<file path="config.mk">
export PLATFORM = sky130hd
export DESIGN_NAME = mih_ram
export DESIGN_NICKNAME = d
export VERILOG_FILES = /design/src/hdl/mih_ram.sv
export SDC_FILE = /design/constraint.sdc
export NUM_CORES = 2
export LEC_CHECK = 0
export BUFFER_PORTS_ARGS = -buffer_cell sky130_fd_sc_hd__buf_2
export CORE_AREA = 2 2 450 452
export DETAILED_ROUTE_END_ITERATION = 12
export DIE_AREA = 0 0 452 454
export HOLD_SLACK_MARGIN = 0.03
export PLACE_DENSITY = 0.58
export SETUP_SLACK_MARGIN = 0.4
export SKIP_CTS_REPAIR_TIMING = 1
export SLEW_MARGIN = 20
export SYNTH_ARGS = -nofsm -noshare
export SYNTH_HDL_FRONTEND = slang
export SYNTH_SLANG_ARGS = --single-unit
</file>
<file path="constraint.sdc">
create_clock -name clk_i -period 3.4 [get_ports clk_i]
set_input_delay 0 -clock clk_i [delete_from_list [all_inputs] [get_ports clk_i]]
set_output_delay 0 -clock clk_i [all_outputs]
set_load 0.01 [all_outputs]
</file>
<file path="src/hdl/mih_ram.sv">
// ----------------------------------------------------------------------------
// mih_ram
// Generic single-port-write, single-port-read RAM with registered read data.
// ----------------------------------------------------------------------------
`timescale 1ns / 1ps

module mih_ram #(
  parameter int WIDTH = 8,
  parameter int DEPTH = 256
) (
  input  logic                     clk_i,
  input  logic                     we_i,
  input  logic [$clog2(DEPTH)-1:0] waddr_i,
  input  logic [WIDTH-1:0]         wdata_i,
  input  logic                     re_i,
  input  logic [$clog2(DEPTH)-1:0] raddr_i,
  output logic [WIDTH-1:0]         rdata_o
);

  logic [WIDTH-1:0] mem_q [DEPTH];
  logic [WIDTH-1:0] rdata_q;

  always_ff @(posedge clk_i) begin
    if (we_i) begin
      mem_q[waddr_i] <= wdata_i;
    end
    if (re_i) begin
      rdata_q <= mem_q[raddr_i];
    end
  end

  assign rdata_o = rdata_q;

endmodule

</file>
==> impl_results.md <==
- Maximum clock path buffer count: 3
- Rel. slew slack: 19.9%
- Critical-path maximum fanout: 1
- Place WS: -31.2 ps
- Hold Crit Class: in2reg
- Worst R2R End: rdata_o[4]
- GRT overflow: 0
- TNS Setup: 0 ps
- EDFF count, synth: 2,056
- Synth Flop Type: edfxtp_1
- Rows: 165
- Max Freq: 346 MHz
- Count of input and output buffers: 34
- CP required: 3970 ps
- Post-layout util: 45.4%
- Worst reg-to-reg setup slack: 510 ps
- Syn Inst Count: 3,733
- RePlAce Congestion: 0.839
- Commonest cells post-synth: edfxtp_1, mux4_2, nor2_1
- Fin. Hold Viols: 0
- CP endpoint kind: register
- Largest net degree at the start of global routing: 117
- Max VDD drop: 0.000554 V
- Status: complete, no violations
- WL met2: 97,000 um
- Worst Hold Launch: we_i
- Root Driver: clkbuf_16
- Via/cell ratio: 5.69
- Fin worst setup slack: 512 ps
- Initial DRC count: 4,574
- Clock slew at reported path FFs: 60 ps
- HPWL Detailed: 126,000 um
- Drt total wl: 202,000 um
- Hold slack: 136 ps
- Worst r2r src: mem_q[77][4]
- Final Cycle Share: 84.9%
- P&R area growth vs syn: 14.6%
- Num CTS Buffers: 206
- Power density over the cells: 580 nW/um^2
- Vias in the first global route: 39,200
- Total global routing track utilization: 19.5%
- Largest cells by area after synthesis: edfxtp_1, mux4_2, mux2i_1
- Num ports: 35
- Clock Skew: 38.1 ps
- CTS tree: yes
- Drt drc: 0
- Starting Density: 39.6%
- Worst Path Arrival: 3460 ps
- Synth unique cells: 54
- Synth Warn #: 0
- Most frequent cell after synthesis: edfxtp_1
- Nets@finish: 4,071
- Slew @ Worst Pin: 1190 ps
- Fill cell count: 16,700
- H-tree Lvls: 4
- Fin crit period: 2890 ps
- Hold Path End: mem_q[217][2]
- First-pass GRT wire length: 287,000 um
- Layout cell share with drive strength beyond 1: 26.1%
- LEAKAGE: 28.4 nW
- Area of the multi-input gates: 16,500 um^2
- Die ar.: 205,000 um^2
- Chip width: 452 um
- Chip Height: 454 um
- WS Path Type: reg2reg
- Flops & latches, synth: 2,056
- Hold Path Depth: 4
- Sequential Area: 61,700 um^2
- Top layer in use: met5
- Vias: 39,200
- RSZ-0062 raised after global routing: false
- Worst Setup SP: mem_q[77][4]
- Pre-antenna DRT Iters: 5
- Sequential share of the synthesized area: 77.5%
- Metal1 wirelength: 85,400 um
- R2R cell count: 7
- Ys async rst share: 0%
- Max cap viols: 0
- Clk sinks: 2,056
- Final setup vio count: 0
- Post-DRT Antenna Nets: 0
- Final Slew Violations: 0
- Type of origin of the critical path: register
- Initial antenna violation count: 8
- Yosys top cell area share: 77.5%
- Area leader, netlist: edfxtp_1
- Clk_lat worst skew: 850 ps
- Cell area after synthesis: 79,600 um^2
- Mean Syn Cell Area: 21.3 um^2
- Core area: 201,000 um^2
- Routed length per instance: 29.3 um
- DR WL met3: 14,800 um
- Post-layout total power: 0.0529 W
- Syn_nets: 3,760
==> layout by cell type, fill, tap and decap left out, drive strengths merged, types with 2 or more instances in the layout <==
cell type / instances
a31oi: 2
nand4: 10
nor4: 27
nor3: 22
a22o: 8
and2: 6
clkinv: 104
o32ai: 5
o221ai: 47
mux2i: 134
a211oi: 16
nand3: 34
inv: 8
o22a: 5
buf: 318
diode: 5
mux4: 456
nor2b: 31
o21ai: 12
a22oi: 133
nand2b: 8
o211ai: 10
dlygate4sd3: 18
bufinv: 17
o22ai: 28
and3b: 2
a21oi: 96
nand3b: 2
nor2: 282
nand2: 33
a221oi: 14
edfxtp: 2056
clkinvlp: 11
or2: 4
a311oi: 2
a2111oi: 5
clkbuf: 243
==> flip-flops by register name, indices dropped and copies added, names as in the netlist <==
register,cells
rdata_o,8
mem_q,2048
==> final cells by class <==
class / count / share of cell area (%)
clock buffer: 243 / 5.85
multi-input combinational: 1442 / 18.1
antenna: 5 / 0.0137
inverter: 2 / 0.00822
tap: 2672 / 3.66
timing repair buffer: 336 / 3.34
clock inverter: 138 / 1.42
sequential: 2056 / 67.6
==> metrics by stage <==
step                instances  cell area (um^2)
floorplan                3733             79600
global placement         6490             84400
detailed placement       6490             84500
CTS                      6871             91100
global route             6890             91300
finish                   6894             91300
==> cells by family (layout without fill, tap and decap cells) <==
logic type	Yosys count	after routing	share of synthesized area, %
compound gates	385	385	3.42
buf+inv	235	719	1.83
flops	2056	2056	77.5
mux	591	591	14.6
other cells	0	5	0
simple gates	466	466	2.63
==> report_power, final <==
| group | total [W] | internal [W] | leakage, nW | switching (W) |
|---|---|---|---|---|
| Sequential | 0.0280 | 0.0280 | 18.5 | 0.0000386 |
| Combinational | 0.00265 | 0.000955 | 6.63 | 0.00169 |
| Clock | 0.0223 | 0.0126 | 3.25 | 0.00972 |
| Total | 0.0529 | 0.0415 | 28.4 | 0.0115 |
==> per-layer routing <==
metal	GRT usage, %	vias to the layer above
met4	4.88	2
met5	0	-
met2	31.2	1444
met3	3.60	250
met1	27.8	21200
li1	-	16400
==> worst max-delay path by stage <==
stage / endpoint / slack (ps)
CTS: rdata_o[4] / 480
detailed placement: rdata_o[0] / -30
global placement: rdata_o[0] / -30
floorplan: rdata_o[2] / 1320
global route: rdata_o[4] / 430
finish: rdata_o[4] / 510
==> critical path: stages, from the launching register on <==
cell	delay, ps
edfxtp_1	370
mux4_2	470
nor2b_1	150
a211oi_1	500
nor2_1	220
nor4_1	630
buf_4	230
nor4_1	50
Note: power is estimated with default switching activity, not from simulation.
